### config.mk
export PLATFORM = sky130hd
export DESIGN_NAME = tcrt_div
export DESIGN_NICKNAME = d
export VERILOG_FILES = /design/src/sv/tcrt_pkg.sv /design/src/sv/tcrt_div.sv
export SDC_FILE = /design/constraint.sdc
export NUM_CORES = 1
export LEC_CHECK = 0
export ABC_AREA = 0
export BUFFER_PORTS_ARGS = -buffer_cell sky130_fd_sc_hd__buf_2
export CORE_MARGIN = 2
export CORE_UTILIZATION = 59
export DETAILED_ROUTE_END_ITERATION = 10
export PLACE_DENSITY = 0.93
export SLEW_MARGIN = 20
export SYNTH_ARGS = -nofsm -noshare
export SYNTH_HDL_FRONTEND = slang
export SYNTH_SLANG_ARGS = --single-unit
### constraint.sdc
create_clock -name clk -period 16.7 [get_ports clk]
set_clock_uncertainty 0.2 [all_clocks]
set_input_delay 3.34 -clock clk [delete_from_list [all_inputs] [get_ports clk]]
set_output_delay 3.34 -clock clk [all_outputs]
set_load 0.01 [all_outputs]
### src/sv/tcrt_pkg.sv
`timescale 1ns / 1ps

package tcrt_pkg;

  // Contact table geometry and fixed point format
  localparam int NUM_CONTACTS  = 16;
  localparam int FRACTION_BITS = 8;
  localparam int CID_W         = (NUM_CONTACTS > 1) ? $clog2(NUM_CONTACTS) : 1;

  // Field widths
  localparam int ID_W       = 8;
  localparam int PHASE_W    = 2;
  localparam int RAW_W      = 15;
  localparam int SIZE_W     = 14;
  localparam int SENS_W     = 16;
  localparam int PIX_W      = 13;
  localparam int PRES_W     = 11;
  localparam int OUT_ID_W   = 6;
  localparam int KIND_W     = 2;
  localparam int CFG_IDX_W  = 2;
  localparam int CFG_DATA_W = 16;

  // Virtual position: integer pixels plus fraction
  localparam int POS_W = PIX_W + FRACTION_BITS;

  // Arithmetic widths
  localparam int PROD_W     = RAW_W + SIZE_W;
  localparam int GAIN_SHIFT = 8;
  localparam int UP_SH      = (FRACTION_BITS > GAIN_SHIFT) ? FRACTION_BITS - GAIN_SHIFT : 0;
  localparam int DN_SH      = (FRACTION_BITS < GAIN_SHIFT) ? GAIN_SHIFT - FRACTION_BITS : 0;
  localparam int DIV_W      = PROD_W + SENS_W + UP_SH;
  localparam int NV_W       = DIV_W + 2;
  localparam int PRES_SHIFT = 10;

  // Divide by 2^SCALE_SH - 1 through folding of SCALE_SH-bit digits
  localparam int SCALE_SH  = 15;
  localparam int DIV_STEPS = (DIV_W + SCALE_SH - 1) / SCALE_SH + 2;
  localparam int DIV_CNT_W = $clog2(DIV_STEPS + 1);
  localparam logic [SCALE_SH-1:0] FULL_SCALE = {SCALE_SH{1'b1}};

  // Divider lanes
  localparam int NUM_LANES = 3;
  localparam int LANE_X    = 0;
  localparam int LANE_Y    = 1;
  localparam int LANE_P    = 2;

  // Screen size limits and edge margin
  localparam logic [SIZE_W-1:0] SIZE_MIN = SIZE_W'(4);
  localparam logic [SIZE_W-1:0] SIZE_MAX = SIZE_W'(8192);
  localparam logic [SIZE_W-1:0] EDGE     = SIZE_W'(2);

  // Register reset values
  localparam logic                  RST_ENABLE      = 1'b0;
  localparam logic [SIZE_W-1:0]     RST_SCREEN_W    = SIZE_W'(1920);
  localparam logic [SIZE_W-1:0]     RST_SCREEN_H    = SIZE_W'(1080);
  localparam logic [SENS_W-1:0]     RST_SENSITIVITY = SENS_W'(256);

  // Report phases
  localparam logic [PHASE_W-1:0] PH_TOUCH = 2'd1;
  localparam logic [PHASE_W-1:0] PH_LIFT  = 2'd2;

  typedef enum logic [CFG_IDX_W-1:0] {
    CFG_ENABLE = 2'd0,
    CFG_WIDTH  = 2'd1,
    CFG_HEIGHT = 2'd2,
    CFG_SENS   = 2'd3
  } cfg_idx_t;

  typedef enum logic [KIND_W-1:0] {
    EV_DOWN = 2'd0,
    EV_MOVE = 2'd1,
    EV_UP   = 2'd2
  } event_kind_t;

  typedef enum logic [2:0] {
    ST_IDLE,
    ST_READ,
    ST_MUL1,
    ST_MUL2,
    ST_DIV,
    ST_FIN
  } state_t;

  typedef struct packed {
    logic [RAW_W-1:0] last_x;
    logic [RAW_W-1:0] last_y;
    logic [POS_W-1:0] virt_x;
    logic [POS_W-1:0] virt_y;
  } entry_t;

  typedef struct packed {
    logic start;
  } div_ctrl_t;

  typedef struct packed {
    logic done;
  } div_stat_t;

endpackage

### src/sv/tcrt_div.sv
`timescale 1ns / 1ps

// Three-lane iterative divide by FULL_SCALE (2^15 - 1). Each step folds the
// upper digits of the remainder back onto the lower digits and adds them to
// the quotient; a final step corrects a remainder equal to FULL_SCALE.
module tcrt_div import tcrt_pkg::*; (
  input  logic                                clk,
  input  logic                                rst,
  input  div_ctrl_t                           ctrl,
  input  logic [NUM_LANES-1:0][DIV_W-1:0]     num,
  output div_stat_t                           stat,
  output logic [NUM_LANES-1:0][DIV_W-1:0]     quo
);

  logic [NUM_LANES-1:0][DIV_W-1:0] rem;
  logic [NUM_LANES-1:0][DIV_W-1:0] rem_next;
  logic [NUM_LANES-1:0][DIV_W-1:0] quo_step;
  logic [NUM_LANES-1:0][DIV_W-1:0] quo_fix;
  logic [DIV_CNT_W-1:0]            cnt;
  logic                            busy;
  logic                            done;

  // Fold one digit per lane
  always_comb begin
    for (int i = 0; i < NUM_LANES; i++) begin
      rem_next[i] = (rem[i] >> SCALE_SH) + (rem[i] & DIV_W'(FULL_SCALE));
      quo_step[i] = quo[i] + (rem[i] >> SCALE_SH);
      quo_fix[i]  = quo[i] + DIV_W'(rem[i] >= DIV_W'(FULL_SCALE));
    end
  end

  // Step counter and completion pulse
  always_ff @(posedge clk) begin
    if (rst) begin
      busy <= 1'b0;
      done <= 1'b0;
      cnt  <= '0;
    end else begin
      done <= 1'b0;
      if (ctrl.start) begin
        busy <= 1'b1;
        cnt  <= DIV_CNT_W'(DIV_STEPS);
      end else if (busy) begin
        if (cnt != '0) begin
          cnt <= cnt - 1'b1;
        end else begin
          busy <= 1'b0;
          done <= 1'b1;
        end
      end
    end
  end

  // Load, fold, then correct
  always_ff @(posedge clk) begin
    if (ctrl.start) begin
      rem <= num;
      quo <= '0;
    end else if (busy) begin
      if (cnt != '0) begin
        rem <= rem_next;
        quo <= quo_step;
      end else begin
        quo <= quo_fix;
      end
    end
  end

  assign stat.done = done;

endmodule

After elaboration in Yosys (flattened, before gate mapping). Cells that the tools add are included.

Bits in registers: 275. Bits of input ports: 138. Output and inout bits: 136. Word-level logic and storage cells: 42.

Add/sub/neg operators: 10. Magnitude comparators: 3. Mux-type cells: 11. Bitwise operators: 1. Reduce and logical (&&, ||, !) cells: 7.

Operator list (number): $mux W135 (4); $add A45 B1 Y45 (3); $add A45 B30 Y45 (3); $ge A45 B15 Y1 const B (3); $add A30 B15 Y31 (3); $mux W3 (3); $mux W1 (4); $reduce_and A2 Y1 (2); $reduce_bool A2 Y1 (2); $reduce_bool A3 Y1 (1); $reduce_or A3 Y1 (1); $sub A3 B1 Y3 const B (1); $reduce_or A2 Y1 (1); $not A1 Y1 (1).

Depth between registers and ports, before layout.
Depth in word-level cells: 4. Mapped depth: 18. Gate-level depth less buffers: 18.

Least setup slack after synthesis. OpenSTA, ideal clock, no wires.

Path kind: input to register. Start point: input port ctrl. End point: register rem[0] (netlist bit) (enable). Setup time: 1.167 ns. Arrival: 6.408 ns. Data required time: 15.333 ns. Path slack: 8.925 ns. Stages: 5. Buffers on the path: 3. Cells stage by stage: clkbuf_1 inv_1 clkbuf_1 clkbuf_1 nand2_1.

Word-level cells in the longest chain between the ends: 2. Elaborated cells on any way between the ends: 3. Those cells by class: 3 x reduce/logical.

RTL lines: start: declaration (line tcrt_div.sv:9) `input div_ctrl_t ctrl,`; $reduce_bool A2 Y1 (no source line); $reduce_and A2 Y1 (no source line) (*); end signal: assignment (line tcrt_div.sv:57) `rem <= num;`; end signal: assignment (line tcrt_div.sv:61) `rem <= rem_next;`; end: declaration (line tcrt_div.sv:15) `logic [NUM_LANES-1:0][DIV_W-1:0] rem;`.

Mark *: on every way between the ends. The rest lies on a longest branch, timed or not. A chain may end at the register's enable or synchronous reset.

Worst setup path in the final report.
Start point: input port ctrl. End point: register rem[95] (netlist bit) (enable).

Same word-level chain as after synthesis.

==> flow_summary.ini <==
[cts]
htreeDepth = 1
clk_latency_ps = 570
tritoncts = yes
hold_buffers = 0
cts_resized = 0
cts.sinks = 275
cts_buffers = 31
clk_pin_slew_ps = 60
post_cts_buffers = 0
root_buffer = clkbuf_16
cts_max_path_buffers = 3

[timing]
setup_viol = 0
fmax_ghz = 0.174
worst_slew_pin_slew_ps = 957
layout_min_cycle_time_ps = 5760
rsz0062_at_grt = false
slew_violations = 0
setup_tns_ps = 0
worst_slack_ps = 10940
period_share = 0.345
slew_headroom = 0.361
finalHoldViolations = 0

[global_routing]
grt.total_usage = 0.302
grt_pass1_vias = 16500
grt_max_degree = 239
grt_overflow = 0
grt_pass1_wl_um = 83100
antenna_found_initial = 1

[yosys]
synth_area_leaders = edfxtp_1 (21%), dfxtp_1 (15%), ha_1 (8.9%)
synth-async-reset-ratio = 0
synth_seq_area_share = 0.358
synth_edf_count = 135
synth_top_cell_area_share = 0.212
netlist_area_mm2 = 0.0192
synth.avg_cell_area_um2 = 8.90
synth_cells = 2153
synth_cell_types = 91
yosysTopAreaCell = edfxtp_1
yosys_register_bits = 275
syn_nets = 2434
ys.flop_type = dfxtp_1
synth_warnings = 0

[floorplan]
fp-row-count = 65
io_pins = 274
die_h_um = 184
die-area_mm2 = 0.0339
die_x_um = 184
core_area_mm2 = 0.0318
start_util = 0.603

[cells_and_area]
final_cell_mix = buf_2 (272), nand2_1 (184), nor2_1 (181)
areaGrowthSynthToFinish_pct = 13.8
nets = 2649
fin_area_mm2 = 0.0218
mostFrequentLayoutCell = buf_2
final_layout_size_suffix_gt1_frac = 0.156

[drt]
first_pass_iters = 6
ant_nets = 0
wl_per_cell_um = 18.8
route.detailed.drc = 0
vias = 17600
wl_um = 53300
first_iter_violations = 1478
via_per_inst = 6.21

[pwr]
cellPowerDensity_mw_per_mm2 = 101
max-vdd-ir-drop_mv = 0.0810
finalPower_mw = 2.21
p_leak_nw = 9.62

[placed_design]
hpwl_um = 38600
place_ws_ps = 10080
port_buffers = 273
place_area_mm2 = 0.0208
gp_congestion = 0.956

[setup_path]
arrival_ps = 5750
crit_type = in -> reg
endpoint_kind = flip-flop
worstSetupStartpointType = primary input
critPathMaxFanout = 156
r2r_slack_ps = 11250
critPathRequiredTime_ps = 16690

[outcome]
status = finished clean

[flow_run]
drv_cap = 0

[worst_hold_path]
hold_class = reg -> reg
==> path summary, 6_finish.rpt <==
check	start	endpoint	cells past startpoint
hold / removal	quo[113]	quo[113]	2
hold reg to reg	quo[113]	quo[113]	2
setup / recovery	ctrl	rem[95]	5
setup reg to reg	cnt[0]	quo[130]	19
==> state kept, by name, indices dropped and copies added, names as in the netlist <==
| name | cells |
|---|---|
| stat | 1 |
| busy | 1 |
| cnt | 3 |
| rem | 135 |
| quo | 135 |
==> critical path, cell delays in order <==
cell	delay, ps
buf_8	540
inv_1	90
buf_4	320
nand2_4	530
buf_6	690
==> cell families (layout without fill, tap and decap cells) <==
family | count (synthesis) | count (layout) | synth area share
simple gates | 827 | 827 | 0.224
compound gates | 549 | 549 | 0.192
flops | 275 | 275 | 0.358
xor+xnor | 154 | 154 | 0.0704
buf+inv | 146 | 385 | 0.0295
fa+ha+maj | 143 | 143 | 0.0957
mux | 59 | 59 | 0.0311
other cells | 0 | 1 | 0
==> report_power, final <==
part	internal [mW]	switching [mW]	total [mW]	leakage, nW
clock	0.403	0.284	0.687	0.504
combinational	0.273	0.373	0.646	6.59
sequential	0.798	0.0789	0.876	2.52
==> per-layer routing <==
metal | wire, µm | GRT usage | up-vias
li1 | - | - | 8342
met3 | 4340 | 0.0460 | 182
met5 | 0 | 0 | -
met1 | 21100 | 0.380 | 8167
met4 | 2920 | 0.156 | 0
met2 | 24900 | 0.504 | 867
==> area by class of cell <==
class                           count  area (µm²)
Fill cell                        2450       10000
Inverter                           49         184
Antenna cell                        1        2.50
Clock inverter                      8        73.8
Multi-Input combinational cell   1732       11800
Tap cell                          435         544
Clock buffer                       49         947
Sequential cell                   275        6860
Timing Repair Buffer              279        1440
==> metrics by stage <==
| stage | cells | utilization | hold WS, ps |
|---|---|---|---|
| finish | 2828 | 0.686 | 289 |
| global route | 2828 | 0.686 | 312 |
| CTS | 2827 | 0.685 | 286 |
| detailed placement | 2770 | 0.653 | 277 |
| global placement | 2770 | 0.653 | 270 |
| floorplan | 2153 | - | 289 |
==> synth_stat cells, types with 12 or more instances <==
| library cell | instances |
|---|---|
| nor3_1 | 40 |
| a211oi_1 | 26 |
| and3_1 | 37 |
| or3_1 | 18 |
| nand3_1 | 64 |
| clkbuf_1 | 81 |
| dfxtp_1 | 140 |
| xnor2_1 | 91 |
| inv_1 | 49 |
| mux2i_1 | 54 |
| nor4b_1 | 22 |
| nor4_1 | 35 |
| o31ai_1 | 14 |
| nand2b_1 | 14 |
| ha_1 | 137 |
| a311oi_1 | 21 |
| o21a_1 | 19 |
| a211o_1 | 12 |
| a21oi_1 | 143 |
| xor2_1 | 63 |
| nor2_1 | 181 |
| nand2_1 | 185 |
| nor2b_1 | 20 |
| and2_1 | 134 |
| nand4_1 | 31 |
| a31oi_1 | 16 |
| edfxtp_1 | 135 |
| o21bai_1 | 14 |
| o21ai_0 | 94 |
| a21o_1 | 69 |
| o21ai_1 | 43 |
(Power assumes the default switching activity.)
